==> config.mk <==
export PLATFORM = sky130hd
export DESIGN_NAME = sorted_list_insert_delete_top
export DESIGN_NICKNAME = d
export VERILOG_FILES = /design/src/rtl/sli_pkg.sv /design/src/rtl/sorted_list_insert_delete_top.sv /design/src/rtl/sli_cell.sv
export SDC_FILE = /design/constraint.sdc
export NUM_CORES = 2
export LEC_CHECK = 0
export BUFFER_PORTS_ARGS = -buffer_cell sky130_fd_sc_hd__buf_4
export CORE_ASPECT_RATIO = 1.4
export CORE_UTILIZATION = 55
export DETAILED_ROUTE_END_ITERATION = 12
export PLACE_DENSITY = 0.71
export SLEW_MARGIN = 20
export SYNTH_ARGS = -nofsm -noshare
export SYNTH_HDL_FRONTEND = slang
export SYNTH_HIERARCHICAL = 1
export SYNTH_SLANG_ARGS = --single-unit
==> constraint.sdc <==
create_clock -name clk -period 5.5 [get_ports clk]
set_input_delay 0.55 -clock clk [delete_from_list [all_inputs] [get_ports clk]]
set_output_delay 0.55 -clock clk [all_outputs]
set_load 0.005 [all_outputs]
==> src/rtl/sli_pkg.sv <==
// Package for the sorted list block: status codes and the control struct
// that the top level sends to every list cell. No dependencies.
package sli_pkg;

	// Result status codes
	typedef enum logic [2:0] {
		ST_INSERTED  = 3'd0,
		ST_FULL      = 3'd1,
		ST_DELETED   = 3'd2,
		ST_NOT_FOUND = 3'd3,
		ST_EMPTY     = 3'd4
	} status_t;

	// Operation codes of the mode field
	localparam logic MODE_INSERT = 1'b0;
	localparam logic MODE_DELETE = 1'b1;

	// Broadcast to the cells: which shift happens at this edge
	typedef struct packed {
		logic do_insert;  // accepted insert, list not full
		logic do_delete;  // accepted delete, value present
	} cell_ctrl_t;

endpackage

==> src/rtl/sorted_list_insert_delete_top.sv <==
// Top level of the sorted list: a chain of sli_cell instances plus count and
// result registers. Depends on sli_pkg and sli_cell.
//
//  channel  | ports                                          | handshake
//  ---------+------------------------------------------------+-------------------
//  request  | mode, value                                    | start & !busy
//  result   | status, entry_count, is_empty, smallest_value  | done, one cycle
//
// A request is taken in any cycle; all cells compare and shift at the same
// edge, so the rate is one request per clock. The result shows with done in
// the cycle after the request is taken. The depth of the found reduction over
// DEPTH match flags sets the clock path. busy stays low. arst_n clears the
// count and the done strobe; stored entries need no reset. The receiver cannot
// stall, so each result is valid for that single cycle only.
module sorted_list_insert_delete_top #(
	parameter int DEPTH       = 16,
	parameter int VALUE_WIDTH = 32
) (
	input  logic               clk,
	input  logic               arst_n,
	input  logic               start,
	output logic               busy,
	input  logic               mode,
	input  logic signed [31:0] value,
	output logic               done,
	output logic [2:0]         status,
	output logic [4:0]         entry_count,
	output logic               is_empty,
	output logic signed [31:0] smallest_value
);
	import sli_pkg::*;

	localparam int CW = $clog2(DEPTH + 1);
	localparam logic [CW-1:0] FULL_C = CW'(DEPTH);

	logic [CW-1:0]                 count_q;
	logic                          done_q;
	status_t                       status_q;
	logic signed [VALUE_WIDTH-1:0] val_ext;
	logic signed [VALUE_WIDTH-1:0] entry_w [DEPTH];
	logic signed [VALUE_WIDTH-1:0] right_w [DEPTH];
	logic signed [VALUE_WIDTH-1:0] left_w  [DEPTH];
	logic [DEPTH-1:0]              below_w;
	logic [DEPTH-1:0]              lbelow_w;
	logic [DEPTH-1:0]              match_w;
	logic                          accept;
	logic                          full;
	logic                          empty;
	logic                          found;
	cell_ctrl_t                    ctrl;
	status_t                       status_d;

	assign busy   = 1'b0;
	assign accept = start && !busy;
	assign full   = (count_q == FULL_C);
	assign empty  = (count_q == '0);
	assign found  = |match_w;

	// Request value to storage width: truncate or sign-extend
	generate
		if (VALUE_WIDTH <= 32) begin : g_in_narrow
			assign val_ext = value[VALUE_WIDTH-1:0];
		end else begin : g_in_wide
			assign val_ext = {{(VALUE_WIDTH-32){value[31]}}, value};
		end
	endgenerate

	// Shift controls broadcast to the chain
	assign ctrl.do_insert = accept && (mode == MODE_INSERT) && !full;
	assign ctrl.do_delete = accept && (mode == MODE_DELETE) && found;

	// Cell chain
	generate
		for (genvar i = 0; i < DEPTH; i++) begin : g_cell
			if (i == 0) begin : g_first
				assign left_w[i]   = val_ext;
				assign lbelow_w[i] = 1'b1;
			end else begin : g_mid
				assign left_w[i]   = entry_w[i-1];
				assign lbelow_w[i] = below_w[i-1];
			end
			if (i == DEPTH - 1) begin : g_last
				assign right_w[i] = entry_w[i];
			end else begin : g_inner
				assign right_w[i] = entry_w[i+1];
			end
			sli_cell #(
				.IDX         (i),
				.VALUE_WIDTH (VALUE_WIDTH),
				.CW          (CW)
			) u_cell (
				.clk         (clk),
				.ctrl        (ctrl),
				.count       (count_q),
				.value       (val_ext),
				.left_entry  (left_w[i]),
				.left_below  (lbelow_w[i]),
				.right_entry (right_w[i]),
				.entry       (entry_w[i]),
				.below       (below_w[i]),
				.match       (match_w[i])
			);
		end
	endgenerate

	// Status of the current request
	always_comb begin
		if (mode == MODE_INSERT) begin
			status_d = full ? ST_FULL : ST_INSERTED;
		end else if (empty) begin
			status_d = ST_EMPTY;
		end else begin
			status_d = found ? ST_DELETED : ST_NOT_FOUND;
		end
	end

	// Count and result strobe
	always_ff @(posedge clk or negedge arst_n) begin
		if (!arst_n) begin
			count_q <= '0;
			done_q  <= 1'b0;
		end else begin
			done_q <= accept;
			if (ctrl.do_insert) begin
				count_q <= count_q + CW'(1);
			end else if (ctrl.do_delete) begin
				count_q <= count_q - CW'(1);
			end
		end
	end

	always_ff @(posedge clk) begin
		if (accept) begin
			status_q <= status_d;
		end
	end

	// Result ports; count and head come straight from the updated state
	assign done     = done_q;
	assign status   = status_q;
	assign is_empty = empty;

	generate
		if (CW >= 5) begin : g_cnt_wide
			assign entry_count = count_q[4:0];
		end else begin : g_cnt_narrow
			assign entry_count = {{(5-CW){1'b0}}, count_q};
		end
		if (VALUE_WIDTH >= 32) begin : g_out_wide
			assign smallest_value = empty ? 32'sd0 : entry_w[0][31:0];
		end else begin : g_out_narrow
			assign smallest_value = empty ? 32'sd0 :
				{{(32-VALUE_WIDTH){entry_w[0][VALUE_WIDTH-1]}}, entry_w[0]};
		end
	endgenerate

endmodule

==> src/rtl/sli_cell.sv <==
// One cell of the sorted list chain: holds one entry, compares it with the
// request value and shifts left or right with its neighbors. Uses sli_pkg.
module sli_cell #(
	parameter int IDX         = 0,
	parameter int VALUE_WIDTH = 32,
	parameter int CW          = 5
) (
	input  logic                          clk,
	input  sli_pkg::cell_ctrl_t           ctrl,
	input  logic [CW-1:0]                 count,
	input  logic signed [VALUE_WIDTH-1:0] value,
	input  logic signed [VALUE_WIDTH-1:0] left_entry,
	input  logic                          left_below,
	input  logic signed [VALUE_WIDTH-1:0] right_entry,
	output logic signed [VALUE_WIDTH-1:0] entry,
	output logic                          below,
	output logic                          match
);
	import sli_pkg::*;

	localparam logic [CW-1:0] IDX_C = CW'(IDX);

	logic signed [VALUE_WIDTH-1:0] entry_q;
	logic                          occupied;

	// Local compares; the list is ascending so "below" is a prefix of the chain
	assign occupied = (IDX_C < count);
	assign below    = occupied && (entry_q < value);
	assign match    = occupied && (entry_q == value);
	assign entry    = entry_q;

	// Insert: keep if below, take the new value at the boundary, else shift right.
	// Delete: cells at or past the first match take the right neighbor.
	always_ff @(posedge clk) begin
		if (ctrl.do_insert) begin
			if (!below) begin
				entry_q <= left_below ? value : left_entry;
			end
		end else if (ctrl.do_delete) begin
			if (!below) begin
				entry_q <= right_entry;
			end
		end
	end

endmodule

==> results.toml <==
[logic_synthesis]
synth_area_mm2 = 0.0406
avgSynthCellArea_um2 = 9.58
syn-num-nets = 4785
ys_warn_count = 6
synthCells = 4233

[sta]
setup_tns_ps = 0
fin_crit_ps = 4130
period_share = 0.751
worst_slew_pin_slew_ps = 1060
rsz0062_at_grt = "false"
maxSlewHeadroom = 0.290
hold_viol = 0
drv_slew = 0
finalWorstSetupSlack_ps = 1370
fin_worst_skew_ps = 23.2
setup_viol_count_final = 0
fmax_ghz = 0.242

[finish]
final_layout_size_suffix_gt1_frac = 0.0754
area_growth_pct = 8.27
num-nets-final = 4788
num_antenna_cells = 0
layoutNonFillerInstCount = 5233

[worst_setup_path]
path_depth = 11
path_cells = "ha_1 -> nand4_1 -> nor4_4 -> nand2_1 -> nor3_1 -> nor4_4 -> a41oi_2 -> buf_4 -> o2bb2ai_1 -> a21oi_4 -> buf_12"
crit_start = "g_cell[10].u_cell/entry[27]"
cpMostUsedCell = "nor4_4"
cp_data_required_time_ps = 5830
startpoint_type = "flop"
r2r-end = "g_cell[1].u_cell/entry[5]"
crit_family = "simple AND/OR/NAND/NOR gates"
max_stage_delay_ps = 560
worstSetupPathType = "flop to flop"
path_max_fanout = 18
worstPathArrival_ps = 4460
endpoint_kind = "flop"
endpoint = "g_cell[1].u_cell/entry[5]"
path_buf_inv = 2
crit_slowest_cell = "a21oi_4"
r2r_cells = 11
r2r-start = "g_cell[10].u_cell/entry[27]"
rrSetupSlack_ps = 1370

[clock_network]
cts_tree = "built"
cts.sinks = 521
htreeDepth = 2
clk_pin_slew_ps = 60
cts_buffer_depth = 3
cts-root-buf = "clkbuf_16"
clkLatencyLatePin_ps = 630
cts_buffers = 57
cts.repair.resized = 0

[route]
first_pass_iters = 8
vias = 29837
ant_nets = 0
wl_um = 97600
avgViaCountPerCell = 5.70
drc = 0
drtIter0Drc = 1818
avgRoutedWirePerCell_um = 18.7

[min_path]
min_path_cells = 1
min_path_type = "input pin to flop"

[global_route]
grt_pass1_vias = 29534
grt-ovfl-total = 0
grt_usage = 0.259
grt_pass1_wl_um = 155000
antenna_found_initial = 0
grt_max_degree = 228

[status]
status = "finished clean"

[pwr]
vdd_drop_max_uv = 294
p_per_area_mw_per_mm2 = 338
p_leak_nw = 19.3

[place]
dp_hpwl_um = 73600
placed_cells_incl_taps = 5128
pre_cts_ws_ps = 885
portBuffers = 77
gp_congestion = 0.839

[floorplanning]
dieArea_mm2 = 0.0748
die_h_um = 323
core_area_mm2 = 0.0729
pin_count = 79
die_x_um = 231
rows = 117
initial_core_util = 0.556

[run]
drv_cap = 0
## how the worst min path moves through the flow
stage	startpoint	slack [ps]	end
floorplan	arst_n	250	done
global placement	arst_n	370	done
detailed placement	arst_n	370	done
CTS	start	60	done
global route	start	80	done
finish	start	100	done
## where the power goes
group	leakage (nW)	total (mW)	internal [mW]	switching, mW
registers	4.81	5.61	5.19	0.417
clock network	0.807	3.60	1.98	1.62
logic	13.7	5.65	2.32	3.33
## cell usage in the layout, fill, tap and decap left out, types with 7 or more instances in the layout
cell type and count:
nor2b_1 53, buf_4 113, clkinv_1 21, a211oi_1 15, nor4_2 12, ha_1 515, o211ai_1 17, buf_12 10
inv_1 519, clkbuf_1 17, nand4_2 17, o21ai_0 52, nand4_1 74, a21o_1 30, o21a_1 7, a221oi_1 7
nand3_1 39, nor4_1 12, nor3_1 13, mux2i_1 513, nor2_1 590, edfxtp_1 515, a21oi_4 7, o2bb2ai_1 7
nor4_4 11, nand2_1 130, clkbuf_16 57, a221o_1 7, a21oi_1 718
## metrics by stage
stage                     area [um2]  hold WS [ps]  utilization  power (mW)
after global placement         42200           366        0.579        11.2
after global routing           43900          77.5        0.602        15.7
after detailed placement       42200           369        0.579        11.3
after CTS                      43900          55.7        0.602        15.0
final                          43900           105        0.602        14.9
after floorplan                40600           254            -        9.75
## repair_timing
action | CTS | global route
hold buffers | 1 | 0
buffers inserted | 0 | 0
hold endpoints to repair | 6 | 0
## sequential cells by signal (all words and copies together) (netlist names)
signal and flops:
g_cell.u_cell/entry 512, status 3, entry_count 5, done 1
## per-layer routing
metal / share of wire / global-route usage / vias to the layer above
met5: 0 / 0 / -
met4: 0.036 / 0.0962 / 0
met3: 0.032 / 0.0279 / 186
met2: 0.52 / 0.486 / 548
met1: 0.41 / 0.299 / 13778
li1: - / - / 15325
## cell type report
class | instances | area (um2)
Fill cell | 6164 | 29000
Inverter | 519 | 1950
Clock buffer | 74 | 1490
Tap cell | 952 | 1190
Sequential cell | 521 | 15600
Clock inverter | 30 | 176
Timing Repair Buffer | 124 | 1060
Multi-Input combinational cell | 3013 | 22400
## worst reg2reg max path, stage by stage, from the launching register on
cell and delay, ps:
edfxtp_1 440, ha_1 340, nand4_1 230, nor4_4 460
nand2_1 180, nor3_1 480, nor4_4 160, a41oi_2 220
buf_4 350, o2bb2ai_1 160, a21oi_4 560, buf_12 240
Power figures use the tool's default switching activity.
